`config.mk`:
```
export PLATFORM = sky130hd
export DESIGN_NAME = modular_exponentiation
export DESIGN_NICKNAME = d
export VERILOG_FILES = /design/src/hw/rtl/mexp_pkg.sv /design/src/hw/rtl/mexp_mulmod.sv /design/src/hw/rtl/modular_exponentiation.sv
export SDC_FILE = /design/constraint.sdc
export NUM_CORES = 1
export LEC_CHECK = 0
export BUFFER_PORTS_ARGS = -buffer_cell sky130_fd_sc_hd__clkbuf_2
export CAP_MARGIN = 20
export CORE_ASPECT_RATIO = 0.6
export CORE_UTILIZATION = 50
export DETAILED_ROUTE_END_ITERATION = 6
export PLACE_DENSITY_LB_ADDON = 0.15
export SYNTH_ARGS = -nofsm -noshare
export SYNTH_HDL_FRONTEND = slang
export SYNTH_HIERARCHICAL = 1
export SYNTH_SLANG_ARGS = --single-unit
```
`constraint.sdc`:
```
create_clock -name i_clk -period 7.7 [get_ports i_clk]
set_input_delay 0.77 -clock i_clk [delete_from_list [all_inputs] [get_ports i_clk]]
set_output_delay 0.77 -clock i_clk [all_outputs]
set_load 0.02 [all_outputs]
```
`src/hw/rtl/mexp_pkg.sv`:
```
// Shared types for the modular exponentiation block.
package mexp_pkg;

    // Status of the shared modular multiplier as seen by the sequencer
    typedef struct packed {
        logic busy;
        logic done;
    } t_mm_status;

    // Smallest modulus the block keeps; smaller writes are raised to this
    localparam int unsigned MIN_MODULUS = 2;

endpackage

```
`src/hw/rtl/mexp_mulmod.sv`:
```
// Bit-serial interleaved modular multiplier: a * b mod m, one bit of a per cycle.
module mexp_mulmod #(
    parameter int WORD_WIDTH = 32
) (
    input  logic                  i_clk,
    input  logic                  i_rst_n,
    input  logic                  i_start,
    input  logic [WORD_WIDTH-1:0] i_a,
    input  logic [WORD_WIDTH-1:0] i_b,
    input  logic [WORD_WIDTH-1:0] i_m,
    output logic [WORD_WIDTH-1:0] o_result,
    output mexp_pkg::t_mm_status  o_status
);

    localparam int CW = $clog2(WORD_WIDTH + 1);
    localparam int TW = WORD_WIDTH + 2;

    logic                  r_busy, n_busy;
    logic                  r_done, n_done;
    logic [CW-1:0]         r_cnt, n_cnt;
    logic [WORD_WIDTH-1:0] r_a, n_a;
    logic [WORD_WIDTH-1:0] r_b, n_b;
    logic [WORD_WIDTH-1:0] r_m, n_m;
    logic [WORD_WIDTH-1:0] r_acc, n_acc;

    logic [TW-1:0] t_sum;
    logic [TW-1:0] t_m1;
    logic [TW-1:0] t_m2;
    logic [TW-1:0] t_red;

    // Running value stays below m, so 2*acc + b < 3m: at most 2m to take off
    always_comb begin
        t_m1  = {2'b00, r_m};
        t_m2  = {1'b0, r_m, 1'b0};
        t_sum = {1'b0, r_acc, 1'b0} + (r_a[WORD_WIDTH-1] ? {2'b00, r_b} : '0);
        if (t_sum >= t_m2) begin
            t_red = t_sum - t_m2;
        end else if (t_sum >= t_m1) begin
            t_red = t_sum - t_m1;
        end else begin
            t_red = t_sum;
        end
    end

    always_comb begin
        n_busy = r_busy;
        n_done = 1'b0;
        n_cnt  = r_cnt;
        n_a    = r_a;
        n_b    = r_b;
        n_m    = r_m;
        n_acc  = r_acc;
        if (r_busy) begin
            n_acc = t_red[WORD_WIDTH-1:0];
            n_a   = {r_a[WORD_WIDTH-2:0], 1'b0};
            n_cnt = r_cnt - 1'b1;
            if (r_cnt == CW'(1)) begin
                n_busy = 1'b0;
                n_done = 1'b1;
            end
        end else if (i_start) begin
            n_busy = 1'b1;
            n_cnt  = CW'(WORD_WIDTH);
            n_a    = i_a;
            n_b    = i_b;
            n_m    = i_m;
            n_acc  = '0;
        end
    end

    always_ff @(posedge i_clk) begin
        if (!i_rst_n) begin
            r_busy <= 1'b0;
            r_done <= 1'b0;
            r_cnt  <= '0;
        end else begin
            r_busy <= n_busy;
            r_done <= n_done;
            r_cnt  <= n_cnt;
        end
    end

    always_ff @(posedge i_clk) begin
        r_a   <= n_a;
        r_b   <= n_b;
        r_m   <= n_m;
        r_acc <= n_acc;
    end

    assign o_result      = r_acc;
    assign o_status.busy = r_busy;
    assign o_status.done = r_done;

endmodule

```
`src/hw/rtl/modular_exponentiation.sv`:
```
// Modular exponentiation top level: right-to-left square-and-multiply sequencer.
//
//  channel   | ports                                   | flow
//  ----------+-----------------------------------------+-------------------------------
//  command   | start, busy, i_base, i_exponent         | taken when start & !busy
//  result    | o_result_valid, o_power_mod             | one-cycle strobe, no back-off
//  config    | i_cfg_valid, o_cfg_ready, i_cfg_modulus | written when valid & ready
//
// After the accepting edge the sequencer works through, W = WORD_WIDTH: one base
// reduction, W squarings and one product per set exponent bit, each in the one bit-serial
// multiplier, plus one pass through the decision state per exponent bit and one at the end,
// which raises the result strobe. Busy is high until the strobe cycle, at whose closing
// edge a new transaction may be taken.
// Reset sets the modulus to 2 and leaves the block idle.
// The result strobe lasts one cycle; the receiver cannot stall it.
module modular_exponentiation #(
    parameter int WORD_WIDTH = 32
) (
    input  logic                  i_clk,
    input  logic                  i_rst_n,
    input  logic                  start,
    output logic                  busy,
    input  logic [WORD_WIDTH-1:0] i_base,
    input  logic [WORD_WIDTH-1:0] i_exponent,
    output logic                  o_result_valid,
    output logic [WORD_WIDTH-1:0] o_power_mod,
    input  logic                  i_cfg_valid,
    output logic                  o_cfg_ready,
    input  logic [WORD_WIDTH-1:0] i_cfg_modulus
);

    localparam int CW = $clog2(WORD_WIDTH + 1);

    typedef enum logic [4:0] {
        ST_IDLE   = 5'b00001,
        ST_REDUCE = 5'b00010,
        ST_NEXT   = 5'b00100,
        ST_MUL    = 5'b01000,
        ST_SQR    = 5'b10000
    } t_state;

    t_state                r_state, n_state;
    logic [WORD_WIDTH-1:0] r_modulus;
    logic [WORD_WIDTH-1:0] r_exp, n_exp;
    logic [WORD_WIDTH-1:0] r_sq, n_sq;
    logic [WORD_WIDTH-1:0] r_acc, n_acc;
    logic [CW-1:0]         r_bit, n_bit;
    logic                  r_valid, n_valid;

    logic                  mm_start;
    logic [WORD_WIDTH-1:0] mm_a;
    logic [WORD_WIDTH-1:0] mm_b;
    logic [WORD_WIDTH-1:0] mm_result;
    mexp_pkg::t_mm_status  mm_status;

    mexp_mulmod #(
        .WORD_WIDTH(WORD_WIDTH)
    ) u_mulmod (
        .i_clk   (i_clk),
        .i_rst_n (i_rst_n),
        .i_start (mm_start),
        .i_a     (mm_a),
        .i_b     (mm_b),
        .i_m     (r_modulus),
        .o_result(mm_result),
        .o_status(mm_status)
    );

    always_comb begin
        n_state  = r_state;
        n_exp    = r_exp;
        n_sq     = r_sq;
        n_acc    = r_acc;
        n_bit    = r_bit;
        n_valid  = 1'b0;
        mm_start = 1'b0;
        mm_a     = r_sq;
        mm_b     = r_sq;
        case (r_state)
            ST_IDLE: begin
                if (start) begin
                    // reduce the base: base * 1 mod m
                    mm_start = 1'b1;
                    mm_a     = i_base;
                    mm_b     = WORD_WIDTH'(1);
                    n_exp    = i_exponent;
                    n_acc    = WORD_WIDTH'(1);
                    n_bit    = '0;
                    n_state  = ST_REDUCE;
                end
            end
            ST_REDUCE: begin
                if (mm_status.done) begin
                    n_sq    = mm_result;
                    n_state = ST_NEXT;
                end
            end
            ST_NEXT: begin
                if (r_bit == CW'(WORD_WIDTH)) begin
                    n_valid = 1'b1;
                    n_state = ST_IDLE;
                end else if (r_exp[0]) begin
                    mm_start = 1'b1;
                    mm_a     = r_acc;
                    n_state  = ST_MUL;
                end else begin
                    mm_start = 1'b1;
                    n_state  = ST_SQR;
                end
            end
            ST_MUL: begin
                if (mm_status.done) begin
                    // take the product and square straight away
                    n_acc    = mm_result;
                    mm_start = 1'b1;
                    n_state  = ST_SQR;
                end
            end
            ST_SQR: begin
                if (mm_status.done) begin
                    n_sq    = mm_result;
                    n_exp   = {1'b0, r_exp[WORD_WIDTH-1:1]};
                    n_bit   = r_bit + 1'b1;
                    n_state = ST_NEXT;
                end
            end
            default: begin
                n_state = ST_IDLE;
            end
        endcase
    end

    always_ff @(posedge i_clk) begin
        if (!i_rst_n) begin
            r_state   <= ST_IDLE;
            r_valid   <= 1'b0;
            r_bit     <= '0;
            r_modulus <= WORD_WIDTH'(mexp_pkg::MIN_MODULUS);
        end else begin
            r_state <= n_state;
            r_valid <= n_valid;
            r_bit   <= n_bit;
            if (i_cfg_valid && o_cfg_ready) begin
                // raise a modulus of 0 or 1 to the minimum
                if (i_cfg_modulus < WORD_WIDTH'(mexp_pkg::MIN_MODULUS)) begin
                    r_modulus <= WORD_WIDTH'(mexp_pkg::MIN_MODULUS);
                end else begin
                    r_modulus <= i_cfg_modulus;
                end
            end
        end
    end

    always_ff @(posedge i_clk) begin
        r_exp <= n_exp;
        r_sq  <= n_sq;
        r_acc <= n_acc;
    end

    assign busy           = (r_state != ST_IDLE);
    assign o_cfg_ready    = (r_state == ST_IDLE);
    assign o_result_valid = r_valid;
    assign o_power_mod    = r_acc;

    a_result_reduced: assert property (@(posedge i_clk) disable iff (!i_rst_n)
        o_result_valid |-> (o_power_mod < r_modulus))
        else $error("result not reduced below the modulus");

    a_result_when_idle: assert property (@(posedge i_clk) disable iff (!i_rst_n)
        o_result_valid |-> !busy)
        else $error("result strobe while a transaction is in flight");

    a_start_takes: assert property (@(posedge i_clk) disable iff (!i_rst_n)
        (start && !busy) |=> busy)
        else $error("accepted command did not raise busy");

    a_mm_no_overlap: assert property (@(posedge i_clk) disable iff (!i_rst_n)
        mm_start |-> !mm_status.busy)
        else $error("multiplier launched while still working");

endmodule

```
Word-level counts from Yosys, hierarchy flattened. Cells that the tools add are included.

Logic and storage cells: 88. Input bits: 100. Memory bits (writable): 0. Memories: 0. Register bits: 276. Memory bits (read-only): 0. Latch bits: 0.

$mul: 0. Divide/modulo/power cells: 0. Mux-type cells: 40. Add/sub/neg operators: 5. Reductions and logical operators: 12. Shifts and indexed selects: 0. Bitwise logic cells: 1. Equal/unequal tests: 12. Magnitude comparators: 3.

Operator list (count): 32-bit 2-to-1 mux (17); 32-bit case mux with 2 select lines (3); 32-bit subtractor (2); 33-bit by 32-bit adder with 34-bit output (1); 34-bit by 32-bit >= comparator with 1-bit output (1); 34-bit by 33-bit >= comparator with 1-bit output (1); 32-bit by 2-bit < comparator with 1-bit output, second input constant (1); 5-bit 2-to-1 mux (5); 6-bit 2-to-1 mux (4); 5-bit case mux with 4 select lines (1); 6-bit case mux with 2 select lines (1); 3-bit AND reduction (3); 1-bit 2-to-1 mux (8); 2-bit AND reduction (4); 6-bit by 1-bit adder with 6-bit output, second input constant (1); 6-bit by 1-bit equality test with 1-bit output, second input constant (1); 6-bit equality test, second input constant (1); 2-bit by 1-bit != test with 1-bit output, second input constant (3); 2-bit nonzero test (3); 6-bit by 1-bit subtractor with 6-bit output, second input constant (1); 5-bit by 1-bit equality test with 1-bit output, second input constant (1); 5-bit by 2-bit equality test with 1-bit output, second input constant (1); 5-bit by 3-bit equality test with 1-bit output, second input constant (1); 5-bit by 4-bit equality test with 1-bit output, second input constant (1); 7 further kinds (7).

Logic depth before layout (Yosys ltp).
Depth in word-level cells: 6. Gate-level depth with buffers: 24. Gate-level depth less buffers: 21.

Cells and area by module. The synthesis kept the hierarchy.

By module, submodules not included: mexp_mulmod (cells an instance 1123, area an instance 10706.5 sq um, sequential area each 3993.8 sq um, times used 1); modular_exponentiation (cells an instance 515, area an instance 6218.5 sq um, sequential area each 3763.6 sq um, times used 1).

Worst setup path after synthesis. No wires, ideal clock.

Path type: register to register. Start point: register u_mulmod.r_a[31]. End point: register u_mulmod.r_acc[10] (netlist: u_mulmod/o_result[10]), data pin. Library setup time: 154 ps. Data arrival time: 5212 ps. Path buffers: 4. Setup slack: 2335 ps. Cell stages (with the launch flop): 24. Cells stage by stage: edfxtp_1 -> clkbuf_1 -> and2_1 -> ha_1 -> a21o_1 -> or3_1 -> o211ai_2 -> o21ai_0 -> a31oi_1 -> nand2_1 -> o311ai_0 -> ha_1 -> a211o_1 -> a211oi_1 -> o21bai_1 -> a21o_1 -> a22oi_1 -> o221ai_1 -> a211o_1 -> clkbuf_1 -> or2_1 -> clkbuf_1 -> buf_2 -> o22ai_1.

Word-level cells in the longest chain between the ends: 6. Elaborated cells between the ends (all ways): 9. Those cells by class: 3 x add/sub; 2 x order compare; 4 x mux.

Ends and longest elaborated chain: from (decl) (line mexp_mulmod.sv:21) `logic [WORD_WIDTH-1:0] r_a, n_a;`; from (signal assigned) (line mexp_mulmod.sv:84) `r_a <= n_a;`; 32-bit 2-to-1 mux (*) (line mexp_mulmod.sv:35) `t_sum = {1'b0, r_acc, 1'b0} + (r_a[WORD_WIDTH-1] ? {2'b00, r_b} : '0);`; 33-bit by 32-bit adder with 34-bit output (*) (line mexp_mulmod.sv:35); 32-bit subtractor / 34-bit by 32-bit >= comparator with 1-bit output (equally long branches) (line mexp_mulmod.sv:39, mexp_mulmod.sv:38); 32-bit 2-to-1 mux (line mexp_mulmod.sv:38) `end else if (t_sum >= t_m1) begin`; 32-bit 2-to-1 mux (*) (line mexp_mulmod.sv:36) `if (t_sum >= t_m2) begin`; 32-bit 2-to-1 mux (*) (line mexp_mulmod.sv:53) `if (r_busy) begin`; to (signal assigned) (line mexp_mulmod.sv:87) `r_acc <= n_acc;`; to (decl) (line mexp_mulmod.sv:24) `logic [WORD_WIDTH-1:0] r_acc, n_acc;`.

Mark *: on every way between the ends. The rest lies on a longest branch, timed or not. A chain may end at the register's enable or synchronous reset.

Worst setup path after layout.
Start point: register u_mulmod.r_a[31]. End point: register u_mulmod.r_acc[23] (netlist: u_mulmod/o_result[23]), data pin.

The elaborated chain is that of the path after synthesis.

==> results.toml <==
[worst_setup_path]
cp_cell_sequence = "and2_1 -> ha_1 -> inv_1 -> fa_1 -> nand2b_1 -> a21oi_1 -> o211ai_2 -> o21ai_1 -> a32oi_2 -> o21a_1 -> o311ai_0 -> ha_1 -> nand3_1 -> nor3_1 -> o22a_1 -> a22oi_1 -> o221ai_1 -> a211o_1 -> or2_1 -> o32ai_1"
r2r-start = "u_mulmod/r_a[31]$_DFFE_PP_"
crit_type = "flop to flop"
crit_slowest_cell = "o311ai_0"
regToRegSetupSlack_ps = 780
cp_num_cells = 20
crit_path_start = "u_mulmod/r_a[31]$_DFFE_PP_"
endpoint = "u_mulmod/o_result[23]$_SDFFCE_PN0P_"
critPathCaptureType = "flop"
rr_endpoint = "u_mulmod/o_result[23]$_SDFFCE_PN0P_"
cpLargestDelayFamily = "compound AO/OA/AOI/OAI gates"
path_max_fanout = 17
crit_top_cell = "ha_1"
max_stage_delay_ps = 750
worstSetupStartpointType = "flop"
arrival_ps = 7290
cp.required_ps = 8070
critPathBufInv = 1
reg2reg_depth = 20

[sta]
hold_viol_final = 0
fmax_mhz = 144
finalSetupTns_ps = 0
slew_viol_final = 0
min_period_ps = 6920
maxSlewHeadroom = 0.344
rsz0062_at_grt = "false"
setup_viol = 0
tightestPinTransition_ps = 985
fin_crit_sh = 0.899
fin_worst_skew_ps = 20.7

[routing]
via_per_inst = 5.90
vias = 13100
dr_wl_met2_um = 18000
drt-total-wl_um = 43800
avgRoutedWirePerCell_um = 19.8
drtIter0Drc = 823
highest_layer = "met4"
drcViolationCount = 0
wl_met1_um = 22100
wl_met3_um = 3010
drtPass1Iterations = 5
drtAntennaViolNets = 0

[cts]
postCtsResizedCells = 0
root_buffer = "clkbuf_16"
cts.path.max_buffers = 3
cts_sinks = 276
cts_max_level = 1
clk_pin_slew_ps = 60
cts_tree = "yes"
clk_latency_ps = 560
cts_hold_buf = 0
cts_buffers = 27

[hold_path]
min_path_type = "flop to flop"

[floorplan]
die_h_um = 144
floorplan.io_pins = 135
start_util = 0.515
rows = 51
die_area_um2 = 34600
die_w_um = 239
coreArea_um2 = 32900

[global_routing]
grt_overflow = 0
grt_max_degree = 73
antenna_found_initial = 0
grt_pass1_wl_um = 67900
grt_pass1_vias = 12200
grt_usage = 0.252

[outcome]
status = "finished, final reports clean"

[synth]
synth_nets = 1839
yosysWarnings = 6
synth_cells = 1637
syn_area_um2 = 16900
postSynthAreaPerCell_um2 = 10.3

[final_layout]
final_util = 0.575
n_antenna_cell = 0
finalNetCount = 1949
n_fill_cell = 2887
drive_above_1_share = 0.151
syn2layout_area_growth_pct = 11.7
stdcell_count = 2216

[power_and_ir_drop]
power.leakage_nw = 7.63
powerDensity_nw_per_um2 = 486
peakVddDrop_uv = 267

[run]
maxCapViolCount = 0

[place]
placedCellCount = 2166
gp_congestion = 1.00
place_hpwl_um = 33500
io_buffer_count = 134
[metal layers]
| layer | track usage | vias to the layer above |
|---|---|---|
| met2 | 0.362 | 322 |
| met1 | 0.383 | 6348 |
| li1 | - | 6365 |
| met4 | 0.0516 | 0 |
| met5 | 0 | - |
| met3 | 0.0580 | 45 |
[power breakdown]
| group | switching (W) | total (W) | internal (W) |
|---|---|---|---|
| clock network | 0.000576 | 0.00140 | 0.000823 |
| registers | 0.000168 | 0.00216 | 0.00199 |
| logic | 0.00342 | 0.00562 | 0.00220 |
| total | 0.00416 | 0.00918 | 0.00502 |
[sequential cells by signal, summed over array words and instances (netlist names)]
| signal | flops |
|---|---|
| u_mulmod/r_m | 32 |
| o_result_valid | 1 |
| u_mulmod/r_a | 32 |
| u_mulmod/o_result | 32 |
| u_mulmod/r_done | 1 |
| u_mulmod/r_busy | 1 |
| r_bit | 6 |
| r_modulus | 32 |
| r_state | 5 |
| u_mulmod/r_b | 32 |
| r_exp | 32 |
| r_sq | 32 |
| o_power_mod | 32 |
| u_mulmod/r_cnt | 6 |
[stage by stage]
step           instance area, um2  power (W)  hold slack [ps]  setup slack, ps
2_1_floorplan               16900    0.00628              408             2330
3_3_place_gp                18000    0.00763              410              984
3_5_place_dp                18000    0.00766              413              727
4_1_cts                     18900    0.00910              422              668
5_1_grt                     18900    0.00982              435              259
6_report                    18900    0.00918              426              778
[worst register-to-register path, stage by stage, from the launching register on]
cell      delay, ps
edfxtp_1        680
and2_1          220
ha_1            190
inv_1            60
fa_1            400
nand2b_1        190
a21oi_1         320
o211ai_2        200
o21ai_1         360
a32oi_2         160
o21a_1          200
o311ai_0        750
ha_1            420
nand3_1         190
nor3_1           80
o22a_1          210
a22oi_1         450
o221ai_1        180
a211o_1         540
or2_1           570
o32ai_1         370
[worst min-delay path by stage]
stage,startpoint,to,slack [ps],depth (start not counted)
2_1_floorplan,r_modulus[0]$_SDFFE_PN0P_,u_mulmod/r_m[0]$_DFFE_PP_,410,0
5_1_grt,r_modulus[3]$_SDFFE_PN0P_,u_mulmod/r_m[3]$_DFFE_PP_,440,0
3_3_place_gp,r_modulus[0]$_SDFFE_PN0P_,u_mulmod/r_m[0]$_DFFE_PP_,410,0
3_5_place_dp,r_modulus[28]$_SDFFE_PN0P_,u_mulmod/r_m[28]$_DFFE_PP_,410,0
4_1_cts,i_cfg_modulus[20],r_modulus[20]$_SDFFE_PN0P_,420,3
6_report,r_modulus[31]$_SDFFE_PN0P_,u_mulmod/r_m[31]$_DFFE_PP_,430,0
[area by class of cell]
type / count / area (um2) / area share
Clock buffer: 34 / 753 / 0.0398
Clock inverter: 14 / 171 / 0.00907
Inverter: 76 / 285 / 0.0151
Multi-Input combinational cell: 1212 / 8530 / 0.451
Sequential cell: 276 / 7760 / 0.410
Tap cell: 450 / 563 / 0.0298
Timing Repair Buffer: 154 / 845 / 0.0447
[cells in the final DEF (no fill, tap or decap), types with 42 or more instances in the layout]
cell type and n:
nor2_1 72, edfxtp_1 223, a21oi_1 136, nand2_1 120
xnor2_1 48, ha_1 99, clkbuf_2 134, inv_1 74
and2_1 135, a21o_1 42, dfxtp_1 53, o21ai_0 61
[what timing repair did]
| action | CTS | global route |
|---|---|---|
| setup endpoints to repair | 0 | 1 |
| endpoints found under the hold margin | 0 | 0 |
| setup buffers | 0 | 1 |
Note: power is estimated with default switching activity, not from simulation.
